## config.mk

```make
export PLATFORM = sky130hd
export DESIGN_NAME = tcr_isqrt
export DESIGN_NICKNAME = d
export VERILOG_FILES = /design/src/rtl/core/tcr_pkg.sv /design/src/rtl/core/tcr_isqrt.sv
export SDC_FILE = /design/constraint.sdc
export NUM_CORES = 1
export LEC_CHECK = 0
export ABC_AREA = 1
export BUFFER_PORTS_ARGS = -buffer_cell sky130_fd_sc_hd__buf_2
export CAP_MARGIN = 20
export CELL_PAD_IN_SITES_DETAIL_PLACEMENT = 1
export CELL_PAD_IN_SITES_GLOBAL_PLACEMENT = 2
export CORE_MARGIN = 2
export CORE_UTILIZATION = 34
export CTS_BUF_LIST = sky130_fd_sc_hd__clkbuf_2 sky130_fd_sc_hd__clkbuf_4 sky130_fd_sc_hd__clkbuf_8
export DETAILED_ROUTE_END_ITERATION = 7
export PLACE_DENSITY_LB_ADDON = 0.1
export SYNTH_ARGS = -nofsm -noshare
export SYNTH_HDL_FRONTEND = slang
export SYNTH_SLANG_ARGS = --single-unit
```

## constraint.sdc

```tcl
create_clock -name clk -period 4.47 [get_ports clk]
set_input_delay 0.894 -clock clk [delete_from_list [all_inputs] [get_ports clk]]
set_output_delay 0.894 -clock clk [all_outputs]
set_load 0.01 [all_outputs]
```

## src/rtl/core/tcr_pkg.sv

```systemverilog
// shared widths, types and constants for the triangle centroid and radius core
package tcr_pkg;

  // coordinate and derived widths
  localparam int COORD_WIDTH  = 24;
  localparam int RADIUS_WIDTH = COORD_WIDTH + 1;
  localparam int SUM_WIDTH    = COORD_WIDTH + 2;
  localparam int MAG_WIDTH    = COORD_WIDTH;
  localparam int SQ_WIDTH     = 2 * MAG_WIDTH;
  localparam int DSQ_WIDTH    = 2 * RADIUS_WIDTH;
  localparam int NUM_LANES    = 3;
  localparam int NUM_AXES     = 3;
  localparam int AXIS_IDX_W   = $clog2(NUM_AXES);

  // stream data widths, padded to whole bytes
  localparam int IN_FIELDS_W  = NUM_LANES * NUM_AXES * COORD_WIDTH;
  localparam int IN_DATA_W    = ((IN_FIELDS_W + 7) / 8) * 8;
  localparam int OUT_FIELDS_W = NUM_AXES * COORD_WIDTH + 2 * RADIUS_WIDTH;
  localparam int OUT_DATA_W   = ((OUT_FIELDS_W + 7) / 8) * 8;

  // floor divide by three: shift the sum to be non-negative, then multiply by
  // the rounded-up reciprocal; the reciprocal error stays below one part in 2^28
  localparam int DIV3_SHIFT  = SUM_WIDTH + 2;
  localparam int DIV3_MULT_W = DIV3_SHIFT - 1;
  localparam int DIV3_PROD_W = SUM_WIDTH + DIV3_MULT_W;
  localparam logic [DIV3_MULT_W-1:0] DIV3_MULT =
    DIV3_MULT_W'(((64'd1 << DIV3_SHIFT) + 64'd2) / 64'd3);
  localparam logic [SUM_WIDTH-1:0] SUM_OFFSET =
    SUM_WIDTH'(64'd3 << (COORD_WIDTH - 1));

  typedef logic signed [COORD_WIDTH-1:0] coord_t;
  typedef logic [RADIUS_WIDTH-1:0]       radius_t;
  typedef logic [DSQ_WIDTH-1:0]          dsq_t;

  // centroid unit control
  typedef struct packed {
    logic sum_en;
    logic div_en;
  } cent_ctl_t;

endpackage

```

## src/rtl/core/tcr_isqrt.sv

```systemverilog
// bit-serial integer square root, one root bit a cycle
module tcr_isqrt import tcr_pkg::*; (
  input  logic    clk,
  input  logic    rst_n,
  input  logic    start,
  input  dsq_t    radicand,
  output radius_t root,
  output logic    done
);

  localparam int REM_W = RADIUS_WIDTH + 2;
  localparam int CNT_W = $clog2(RADIUS_WIDTH);
  localparam logic [CNT_W-1:0] ITER_LAST = CNT_W'(RADIUS_WIDTH - 1);

  logic             busy_r;
  logic             done_r;
  logic [CNT_W-1:0] cnt_r;
  dsq_t             rad_r;
  logic [REM_W-1:0] rem_r;
  radius_t          root_r;
  logic [REM_W-1:0] rem_sh;
  logic [REM_W-1:0] trial;
  logic             fits;

  // bring down two radicand bits and try the next root bit
  always_comb begin
    rem_sh = {rem_r[REM_W-3:0], rad_r[DSQ_WIDTH-1 -: 2]};
    trial  = REM_W'({root_r[RADIUS_WIDTH-2:0], 2'b01});
    fits   = rem_sh >= trial;
  end

  // control
  always_ff @(posedge clk) begin
    if (!rst_n) begin
      busy_r <= 1'b0;
      done_r <= 1'b0;
      cnt_r  <= '0;
    end else begin
      done_r <= 1'b0;
      if (start) begin
        busy_r <= 1'b1;
        cnt_r  <= '0;
      end else if (busy_r) begin
        cnt_r <= cnt_r + 1'b1;
        if (cnt_r == ITER_LAST) begin
          busy_r <= 1'b0;
          done_r <= 1'b1;
        end
      end
    end
  end

  // datapath
  always_ff @(posedge clk) begin
    if (start) begin
      rad_r  <= radicand;
      rem_r  <= '0;
      root_r <= '0;
    end else if (busy_r) begin
      rad_r  <= rad_r << 2;
      rem_r  <= fits ? rem_sh - trial : rem_sh;
      root_r <= {root_r[RADIUS_WIDTH-2:0], fits};
    end
  end

  assign root = root_r;
  assign done = done_r;

endmodule

```

* Word level (Yosys, flattened, before mapping) *
Index checks and enable logic that the tools add are counted.

cells by class
  $add $sub $neg = 2
  eq/ne operators = 1
  bitwise operators = 2
  mux-type cells = 7
  reduce and logical (&&, ||, !) cells = 3
  magnitude comparators = 1

operator list
  operator               number
  $mux W50               2
  $ge A27 B26 Y1         1
  $mux W25               1
  $sub A25 B25 Y25       1
  $add A5 B1 Y5 const B  1
  $eq A5 B5 Y1 const B   1
  $mux W1                4
  $reduce_or A3 Y1       1
  $not A1 Y1             2
  $reduce_bool A2 Y1     1
  $reduce_or A2 Y1       1

word-level totals
  output and inout bits = 26
  input port bits = 53
  flip-flop bits (word level) = 107
  logic and storage cells = 22

* Depth between registers and ports, before layout *
  depth after elaboration = 4
  depth in mapped cells = 16
  gate-level depth less buffers = 16

* Worst setup path before layout *
OpenSTA, ideal clock, no wires.

  path kind = in2reg
  start point = input port start
  end point = register rad_r[0], enable pin
  library setup time = 434 ps
  buffers on the path = 2
  stages = 4
  slack = 1101 ps
  data required time = 4036 ps
  arrival = 2935 ps
  cells stage by stage = nor2_1 -> inv_1 -> clkbuf_1 -> clkbuf_1

between the ends
  cells in the longest elaborated chain, start to end = 1

RTL lines
  element                       RTL line         source
  start: declaration            tcr_isqrt.sv:5   input logic start,
  $reduce_bool A2 Y1 (no line)  --
  end signal: assignment        tcr_isqrt.sv:56  rad_r <= radicand;
  end signal: assignment        tcr_isqrt.sv:60  rad_r <= rad_r << 2;
  end: declaration              tcr_isqrt.sv:18  dsq_t rad_r;

No other way between the ends.
A chain may end at the register's enable or synchronous reset.

* Final worst setup path *
  start point = register root_r[12] (netlist: root[12])
  end point = register rem_r[1]

between the ends
  cells in the longest elaborated chain, start to end = 2

RTL lines
  element                   RTL line         source
  start: declaration        tcr_isqrt.sv:20  radius_t root_r;
  start signal: assignment  tcr_isqrt.sv:62  root_r <= {root_r[RADIUS_WIDTH-2:0], fits};
  $ge A27 B26 Y1            tcr_isqrt.sv:29  fits = rem_sh >= trial;
  $mux W25                  tcr_isqrt.sv:61  rem_r <= fits ? rem_sh - trial : rem_sh;
  end signal: assignment    tcr_isqrt.sv:61
  end: declaration          tcr_isqrt.sv:19  logic [REM_W-1:0] rem_r;

No other way between the ends.

==> metrics <==
outcome finished clean; Yosys top cell area share 0.248; Clk Tree Root Cell clkbuf_8; HP Class reg2reg; total vias in the final route 5431; First-pass DRT Iterations 4; die width 138 um; RSZ-0062 raised after global routing no; GPL Wtd Cong 0.806; min Tclk post-route 2640 ps; Synth area leaders edfxtp_1, nand2_1, dfxtp_1; Async S/R FF share, synth 0; Pwr per Cell Area 773 nW/um^2; share of cells above drive strength 1 0.143; Initial DRC Count 221; H-tree Lvls 3; Reg2Reg Depth 14; Max Freq 0.379 GHz; Final setup viols 0; initial core utilization 0.349; Ys Warns 0; sequential fraction of the synthesis area 0.436; most common cell after layout, fill and taps aside nand2_1; Mapped Cells 837; CTS sink count 107; max-slew violations 0; post-route antenna net violation count 0; CP Launch Type flop; Die H 138 um; Leak 3.47 nW; actual slew at the worst max-slew pin 1120 ps; # nets final 986; final worst slack 1830 ps; Antenna diodes 0; antenna violations before repair 0; Setup crit end rem_r[1]$_SDFFE_PP0P_; reg-to-reg endpoint rem_r[1]$_SDFFE_PP0P_; slew margin rel. 0.256; core area 17400 sq um; syn avg cell area 7.24 sq um; post-DP HPWL 12.7 mm; first-pass GRT wire length 28.5 mm; largest net degree at the start of global routing 84; flops & latches, synth 107; number of flops mapped to enable cells by yosys 50; DR vias/cell 4.79; CP max FO 29; Synth Flop Type dfxtp_1; reg2reg setup slack 1830 ps; Residual DRC 0; syn_nets 918; cts repair resizes 0; I/O pins 79; final instance area 6900 sq um; Hold Crit Depth 2; Congestion Overflow GR 0; drt wl/cell 14.9 um; Synth cell types 36; max_cap viols 0; final wirelength 16.9 mm; row cnt 48; CP Data Arrival Time 2880 ps; clock-pin slew on the worst setup and hold paths 110 ps; Reg-to-Reg Start root[12]$_SDFFE_PP0P_; most frequent cells in the layout nand2_1, inv_1, buf_2; area leader, netlist edfxtp_1; clk buf depth 2; area post-placement 6640 sq um; Post-CTS Hold Buffers 0; CP required 4710 ps; critical path type reg2reg; cts bufs inserted 9; Critical path origin root[12]$_SDFFE_PP0P_; Buffers on Ports 78; CTS tree done; Total GRT Usage 0.192; crit share post-route 0.591; Die Area 18900 sq um; Syn-to-layout area delta 13.9%; clk_skew 13.1 ps; setup_tns 0 ps; crit path capture type flop; mapped cell area 6060 sq um; post-CTS setup buffer count 0; vias in the first global route 5870; clk_lat worst skew 380 ps; Worst VDD drop 0.296 mV; pre-CTS worst setup slack 1560 ps; final hold vios 0
-- per-stage QoR --
step / hold WS, ps / total power [W] / instances / util
2_1_floorplan: 445 / 0.00386 / 837 / -
3_3_place_gp: 438 / 0.00455 / 1119 / 0.383
3_5_place_dp: 445 / 0.00461 / 1119 / 0.383
4_1_cts: 474 / 0.00540 / 1135 / 0.397
5_1_grt: 507 / 0.00591 / 1135 / 0.397
6_report: 471 / 0.00534 / 1135 / 0.397
-- per-layer routing --
layer / global-route usage / part of all wire
met1: 0.243 / 0.47
met5: 0 / 0
met2: 0.336 / 0.48
met3: 0.0353 / 0.034
met4: 0.0510 / 0.013
-- power by group --
group | internal, W | leakage, nW | switching (W)
combinational | 0.00106 | 2.36 | 0.00226
sequential | 0.00117 | 0.977 | 0.0000722
clock | 0.000395 | 0.129 | 0.000372
-- Yosys cell counts (12+ instances only) --
cell / number
a21oi_1: 25
clkbuf_1: 16
dfxtp_1: 57
edfxtp_1: 50
ha_1: 28
inv_1: 113
nand2_1: 324
nand3_1: 39
nand4_1: 12
nor2_1: 48
o21ai_0: 16
o21ai_1: 16
o22ai_1: 23
-- cells by family (layout without fill, tap and decap cells) --
family | after synthesis | after routing | share of synthesized area
AOI/OAI and AO/OA | 87 | 87 | 0.0797
adders and majority gates | 28 | 28 | 0.0578
and+or+nand+nor | 456 | 456 | 0.314
DFF | 107 | 107 | 0.436
xor gates and xnor gates | 12 | 12 | 0.0173
buffers and inverters | 147 | 220 | 0.0952
-- how the worst min path moves through the flow --
| stage | startpoint | to | slack [ps] |
|---|---|---|---|
| after floorplan | rem_r[24]$_SDFFE_PP0P_ | rem_r[24]$_SDFFE_PP0P_ | 440 |
| after global placement | root[24]$_SDFFE_PP0P_ | root[24]$_SDFFE_PP0P_ | 440 |
| after detailed placement | root[24]$_SDFFE_PP0P_ | root[24]$_SDFFE_PP0P_ | 450 |
| after CTS | root[24]$_SDFFE_PP0P_ | root[24]$_SDFFE_PP0P_ | 470 |
| after global routing | rem_r[24]$_SDFFE_PP0P_ | rem_r[24]$_SDFFE_PP0P_ | 510 |
| final | root[24]$_SDFFE_PP0P_ | root[24]$_SDFFE_PP0P_ | 470 |
-- sequential cells by signal, indices dropped and copies added, names as in the netlist --
name and count:
busy_r 1, cnt_r 5, done 1, rad_r 50
rem_r 25, root 25
-- final cells by class --
cell class	count	area [sq um]
fillers	2235	10500
multi-input cells	583	2840
flip-flops and latches	107	2640
inverters	122	458
repair buffers	82	420
well taps	225	282
clock buffers	10	138
clock inverters	6	119
-- critical path: stages, from the launching register on --
cell	delay [ps]
dfxtp_1	350
inv_1	70
ha_1	380
nand2_1	90
nand2_1	80
inv_2	50
nand2_1	110
a21oi_2	210
nor2_1	90
nor2_4	180
nand2_4	250
inv_2	350
nand2_1	80
nand3_1	110
o21ai_1	70
Power figures use the tool's default switching activity.
