===== src/rtl/core/tcr_pkg.sv =====
// shared widths, types and constants for the triangle centroid and radius core
package tcr_pkg;

  // coordinate and derived widths
  localparam int COORD_WIDTH  = 24;
  localparam int RADIUS_WIDTH = COORD_WIDTH + 1;
  localparam int SUM_WIDTH    = COORD_WIDTH + 2;
  localparam int MAG_WIDTH    = COORD_WIDTH;
  localparam int SQ_WIDTH     = 2 * MAG_WIDTH;
  localparam int DSQ_WIDTH    = 2 * RADIUS_WIDTH;
  localparam int NUM_LANES    = 3;
  localparam int NUM_AXES     = 3;
  localparam int AXIS_IDX_W   = $clog2(NUM_AXES);

  // stream data widths, padded to whole bytes
  localparam int IN_FIELDS_W  = NUM_LANES * NUM_AXES * COORD_WIDTH;
  localparam int IN_DATA_W    = ((IN_FIELDS_W + 7) / 8) * 8;
  localparam int OUT_FIELDS_W = NUM_AXES * COORD_WIDTH + 2 * RADIUS_WIDTH;
  localparam int OUT_DATA_W   = ((OUT_FIELDS_W + 7) / 8) * 8;

  // floor divide by three: shift the sum to be non-negative, then multiply by
  // the rounded-up reciprocal; the reciprocal error stays below one part in 2^28
  localparam int DIV3_SHIFT  = SUM_WIDTH + 2;
  localparam int DIV3_MULT_W = DIV3_SHIFT - 1;
  localparam int DIV3_PROD_W = SUM_WIDTH + DIV3_MULT_W;
  localparam logic [DIV3_MULT_W-1:0] DIV3_MULT =
    DIV3_MULT_W'(((64'd1 << DIV3_SHIFT) + 64'd2) / 64'd3);
  localparam logic [SUM_WIDTH-1:0] SUM_OFFSET =
    SUM_WIDTH'(64'd3 << (COORD_WIDTH - 1));

  typedef logic signed [COORD_WIDTH-1:0] coord_t;
  typedef logic [RADIUS_WIDTH-1:0]       radius_t;
  typedef logic [DSQ_WIDTH-1:0]          dsq_t;

  // centroid unit control
  typedef struct packed {
    logic sum_en;
    logic div_en;
  } cent_ctl_t;

endpackage


===== src/rtl/core/tcr_lane.sv =====
// distance lane: squared distance from the centroid to one vertex, one axis a cycle
module tcr_lane import tcr_pkg::*; (
  input  logic   clk,
  input  logic   rst_n,
  input  logic   start,
  input  coord_t vertex [NUM_AXES],
  input  coord_t center [NUM_AXES],
  output dsq_t   dist_sq,
  output logic   done
);

  logic [AXIS_IDX_W-1:0]  step_r;
  logic                   run_r;
  logic                   add_r;
  logic                   done_r;
  logic [SQ_WIDTH-1:0]    prod_r;
  dsq_t                   acc_r;
  logic [COORD_WIDTH:0]   diff;
  logic [MAG_WIDTH-1:0]   mag;

  // difference of one axis and its magnitude
  always_comb begin
    diff = {vertex[step_r][COORD_WIDTH-1], vertex[step_r]}
         - {center[step_r][COORD_WIDTH-1], center[step_r]};
    mag  = diff[COORD_WIDTH] ? MAG_WIDTH'(-diff) : diff[MAG_WIDTH-1:0];
  end

  // control: axis counter, accumulate in the cycle after the square
  always_ff @(posedge clk) begin
    if (!rst_n) begin
      run_r  <= 1'b0;
      add_r  <= 1'b0;
      done_r <= 1'b0;
      step_r <= '0;
    end else begin
      add_r  <= run_r;
      done_r <= add_r && !run_r;
      if (start) begin
        run_r  <= 1'b1;
        step_r <= '0;
      end else if (run_r) begin
        if (step_r == AXIS_IDX_W'(NUM_AXES - 1)) begin
          run_r <= 1'b0;
        end else begin
          step_r <= step_r + 1'b1;
        end
      end
    end
  end

  // square and accumulate
  always_ff @(posedge clk) begin
    prod_r <= SQ_WIDTH'(mag) * SQ_WIDTH'(mag);
    if (start) begin
      acc_r <= '0;
    end else if (add_r) begin
      acc_r <= acc_r + DSQ_WIDTH'(prod_r);
    end
  end

  assign dist_sq = acc_r;
  assign done    = done_r;

endmodule


===== config.mk =====
export PLATFORM = sky130hd
export DESIGN_NAME = tcr_lane
export DESIGN_NICKNAME = d
export VERILOG_FILES = /design/src/rtl/core/tcr_pkg.sv /design/src/rtl/core/tcr_lane.sv
export SDC_FILE = /design/constraint.sdc
export NUM_CORES = 2
export LEC_CHECK = 0
export BUFFER_PORTS_ARGS = -buffer_cell sky130_fd_sc_hd__buf_2
export CAP_MARGIN = 20
export CORE_MARGIN = 5
export CORE_UTILIZATION = 45
export CTS_CLUSTER_DIAMETER = 50
export DETAILED_ROUTE_END_ITERATION = 12
export PLACE_DENSITY = 0.66
export SLEW_MARGIN = 15
export SYNTH_ARGS = -nofsm -noshare
export SYNTH_HDL_FRONTEND = slang
export SYNTH_SLANG_ARGS = --single-unit

===== constraint.sdc =====
create_clock -name clk -period 29.4 [get_ports clk]
set_clock_uncertainty 0.05 [all_clocks]
set_input_delay 5.88 -clock clk [delete_from_list [all_inputs] [get_ports clk]]
set_output_delay 5.88 -clock clk [all_outputs]
set_load 0.05 [all_outputs]

## After elaboration in Yosys (flattened, before gate mapping)

Index checks and enable logic that the tools add are counted.
Widths: inputs -> output; s select.

- Memories: 0
- Bits in latches: 0
- Flip-flop bits (word level): 103
- Logic and storage cells: 30
- Memory bits (read-only): 0
- Output and inout port bits: 51
- RAM bits: 0
- Input port bits: 147

- Shift-type cells: 0
- Add/sub/neg operators: 4
- Multiply operators: 1
- Bitwise operators: 3
- Reduce and logical (&&, ||, !) cells: 4
- Equal/unequal tests: 1
- Mux-type cells: 10
- $lt $le $gt $ge: 1
- Divide/modulo/power cells: 0

Operator list:

| operator | count |
|---|---|
| $mux 24 | 5 |
| $bmux 24 s2 | 2 |
| $add 50x48->50 | 1 |
| $mul 24x24->48 | 1 |
| $sub 24x24->25 | 1 |
| $neg 24->24 | 1 |
| $ge 3x3->1 const B | 1 |
| $mux 1 | 3 |
| $not 2->3 | 1 |
| $add 2x1->2 const B | 1 |
| $eq 2x2->1 const B | 1 |
| $not 1->1 | 2 |
| $reduce_and 2->1 | 1 |
| $reduce_or 2->1 | 1 |
| $logic_and 1x1->1 | 1 |
| $logic_not 1->1 | 1 |

## Longest topological paths before layout

- Depth after elaboration: 8
- Mapped depth: 48
- Mapped depth without buffers: 44

## Worst setup path before layout

No wires, ideal clock.

- Path type: in2reg
- Start: input port center[24] in the netlist's numbering
- End: register prod_r[47]
- Cell stages on the path: 41
- Data arrival time: 15,629 ps
- Setup time: 119 ps
- Buffers on the path: 2
- Data required time: 29,231 ps
- Slack: 13,602 ps
- Path through: mux2i_1 o21ai_0 ha_1 fa_1 nand2b_1 a21oi_2 o211ai_1 a21o_1 a2111oi_1 o22ai_1 or4b_1 nor4_4 mux2_2 or3_1 buf_2 buf_2 nor2_1 fa_1 [... 5 more ...] fa_1 fa_1 inv_1 fa_1 inv_1 ha_1 and4_1 and4_1 o2111ai_1 o2111ai_1 nand3_1 a31oi_1 a21oi_1 o21ai_0 nand2_1 a31o_2 xnor2_1 xnor2_1

- Longest elaborated chain between the ends: 7

Ends and longest elaborated chain:

| what | RTL line | source |
|---|---|---|
| start: declaration | tcr_lane.sv:7 | `input coord_t center [NUM_AXES],` |
| $bmux 24 s2 * | tcr_lane.sv:24 | `- {center[step_r][COORD_WIDTH-1], center[step_r]};` |
| $mux 24 (implied by the code) * (2 in a row) | tcr_lane.sv:24 |  |
| $sub 24x24->25 * | tcr_lane.sv:24 |  |
| $neg 24->24 | tcr_lane.sv:25 | `mag = diff[COORD_WIDTH] ? MAG_WIDTH'(-diff) : diff[MAG_WIDTH-1:0];` |
| $mux 24 * | tcr_lane.sv:25 |  |
| $mul 24x24->48 * | tcr_lane.sv:53 | `prod_r <= SQ_WIDTH'(mag) * SQ_WIDTH'(mag);` |
| end signal: assignment | tcr_lane.sv:53 |  |
| end: declaration | tcr_lane.sv:16 | `logic [SQ_WIDTH-1:0] prod_r;` |

Mark *: on every way between the ends. The rest lies on a longest branch, timed or not. The select of a mux whose other input is x is not followed.
A chain may end at the register's enable or synchronous reset.

## Final worst setup path

- Start: input port center[0] in the netlist's numbering
- End: register prod_r[44]

The elaborated chain is that of the path after synthesis.

==> flow_metrics.py <==
metrics = {
    "global_routing": {
        "gr-total-overflow": 0,
        "first_global_vias": 20280,
        "grt_max_degree": 56,
        "antenna_found_initial": 0,
        "grt_pass1_wl_microns": 103600,
        "track_usage_pct": 22.23,
    },
    "floorplanning": {
        "die_area_sq_um": 57330,
        "initial_core_util_pct": 45.26,
        "die_w_microns": 239.4,
        "pin_count": 198,
        "design.core.area_sq_um": 52340,
        "num_rows": 84,
        "die_h_microns": 239.4,
    },
    "synthesis": {
        "yosysMostFrequentCell": "inv_1",
        "synth_xor_area_share_pct": 4.579,
        "async_flop_share_pct": 0,
        "synth_ff_type": "dfxtp_1",
        "yosys_warnings": 0,
        "yosysSeqAreaShare_pct": 8.620,
        "ys_types": 82,
        "netlist_area_sq_um": 23690,
        "synth_compound_area_share_pct": 11.58,
        "synthAdderAreaFrac_pct": 48.53,
        "synthMuxAreaShare_pct": 3.819,
        "synth_top_family_by_area": "adder cells",
        "netlist_top_cells_count": "inv_1 (532), fa_1 (423), nor2_1 (307)",
        "synth-seq-cells": 102,
        "synth_nets": 3535,
        "synthCells": 2723,
        "synth-simple-area-share_pct": 12.84,
        "synth_edf_count": 0,
        "syn_avg_cell_area_sq_um": 8.700,
        "synth.area.top_cells": "fa_1 (36%), ha_1 (13%), dfxtp_1 (8.6%), inv_1 (8.4%), nor2_1 (4.9%)",
        "synth_largest_area_cell": "fa_1",
        "synth.top_cell.area_share_pct": 35.75,
    },
    "timing": {
        "fmax_mhz": 58.74,
        "hold_viol": 0,
        "period_share_pct": 57.91,
        "period_needed_ns": 17.02,
        "fin_tns_setup_ns": 0,
        "relSlewSlack_pct": 21.48,
        "drv_slew": 0,
        "rsz0062_at_grt": "false",
        "setup_viol": 0,
        "tightestPinTransition_ns": 1.178,
    },
    "worst_hold_path": {
        "holdPathEnd": "add_r",
        "hold_path_depth": 1,
        "hold_class": "flop to flop",
        "min-delay-start": "run_r",
    },
    "routing": {
        "drtIter0Drc": 955,
        "vias": 18870,
        "drt-vias-per-instance": 5.298,
        "routed_wl_microns": 62910,
        "dr.pass1.iters": 5,
        "wl_per_cell_microns": 17.67,
        "drcViolationCount": 0,
        "ant_nets": 0,
    },
    "finish": {
        "drive_above_1_share_pct": 9.885,
        "antenna_cells": 0,
        "syn2layout_area_growth_pct": 8.657,
        "nNetsFinal": 3680,
    },
    "clock_tree": {
        "cts-hold-fix-buffers": 0,
        "clock_sinks": 102,
        "clkTransAtPathRegs_ns": 0.08,
        "cts_max_level": 3,
        "cts-root-buf": "clkbuf_16",
        "clkLatencyLatePin_ns": 0.37,
        "post_cts_resize_count": 0,
        "cts_made_buffers": 9,
        "postCtsSetupBuffers": 0,
        "max-clock-path-buffers": 2,
        "cts_tree": "done",
    },
    "outcome": {
        "outcome": "completed",
    },
    "run": {
        "cap_viol_max_count": 0,
    },
    "critical_path": {
        "slowest_delay_ns": 0.65,
        "arrival_ns": 17.18,
        "slowest_stage": "inv_1",
        "reg2reg_setup_slack_ns": 16.85,
        "crit_top_cell": "fa_1",
        "r2r_cells": 40,
        "crit_buf_inv": 8,
        "critPathKind": "primary input to flop",
        "end_kind": "flop",
        "critical_path_required_ns": 29.56,
        "crit-reg2reg-launch": "step_r[1]",
        "critPathTopFamily": "adder cells",
        "cp-start-kind": "primary input",
        "critPathMaxFanout": 16,
        "worstReg2RegEnd": "prod_r[44]",
    },
    "place": {
        "hpwl_microns": 52640,
        "gp_congestion": 0.9331,
        "port-buffer-count": 197,
    },
}
worst max-delay path by stage:
stage                     startpoint         end  slack [ns]  cells past startpoint
after CTS                  center[0]  prod_r[44]       12.28                     40
final                      center[0]  prod_r[44]       12.38                     39
after global placement     center[0]  prod_r[44]       12.30                     39
after floorplan           center[24]  prod_r[47]       13.60                     41
after global routing       center[0]  prod_r[44]       11.52                     40
after detailed placement   center[0]  prod_r[44]       11.93                     39
state kept, by name (all words and copies together) (netlist names):
name and count:
dist_sq 50, prod_r 47, step_r 2, add_r 1, done 1, run_r 1
routing by layer:
layer | up-vias | routed length [microns] | global-route usage (%)
met5 | - | 0 | 0
met3 | 98 | 3802 | 2.476
met1 | 9158 | 26680 | 29.41
met4 | 0 | 1410 | 4.634
met2 | 661 | 31010 | 39.60
li1 | 8949 | - | -
final cells by class:
cell class	count	area [sq um]
Fill cell	4938	26600
Multi-Input combinational cell	1993	19340
Sequential cell	102	2044
Inverter	537	2016
Timing Repair Buffer	225	1196
Tap cell	688	860.8
Clock buffer	9	225.2
Clock inverter	7	56.30
cells by family (layout without fill, tap and decap cells):
group	count (synthesis)	after routing
AOI/OAI and AO/OA	431	431
adders and majority gates	665	665
xor gates and xnor gates	123	123
DFF	102	102
and+or+nand+nor	684	684
buffers and inverters	628	778
muxes	90	90
layout by cell type (no fill, tap or decap), types with 39 or more instances in the layout:
master   synthesis  routed
inv_1          532     532
a21o_1          59      59
a21oi_1        136     136
mux2i_1         87      87
xor2_1          44      39
nand2_1        192     192
o21ai_0         85      85
buf_2            9     197
fa_1           423     423
dfxtp_1        102     100
nor2_1         307     307
xnor2_1         78      76
ha_1           242     242
per-stage QoR:
stage          area [sq um]  worst slack [ns]  util [%]  std cells  hold WS, ns
3_3_place_gp          25460             12.30     48.64       3545       0.4023
4_1_cts               25740             12.28     49.18       3561       0.4307
6_report              25740             12.38     49.18       3561       0.4267
3_5_place_dp          25460             11.93     48.64       3545       0.4098
5_1_grt               25740             11.52     49.18       3561       0.4579
2_1_floorplan         23690             13.60         -       2723       0.3868
Power is left out: the tool's default activity adds up to more than one toggle a clock period on the data nets, which glitch-free logic cannot reach.
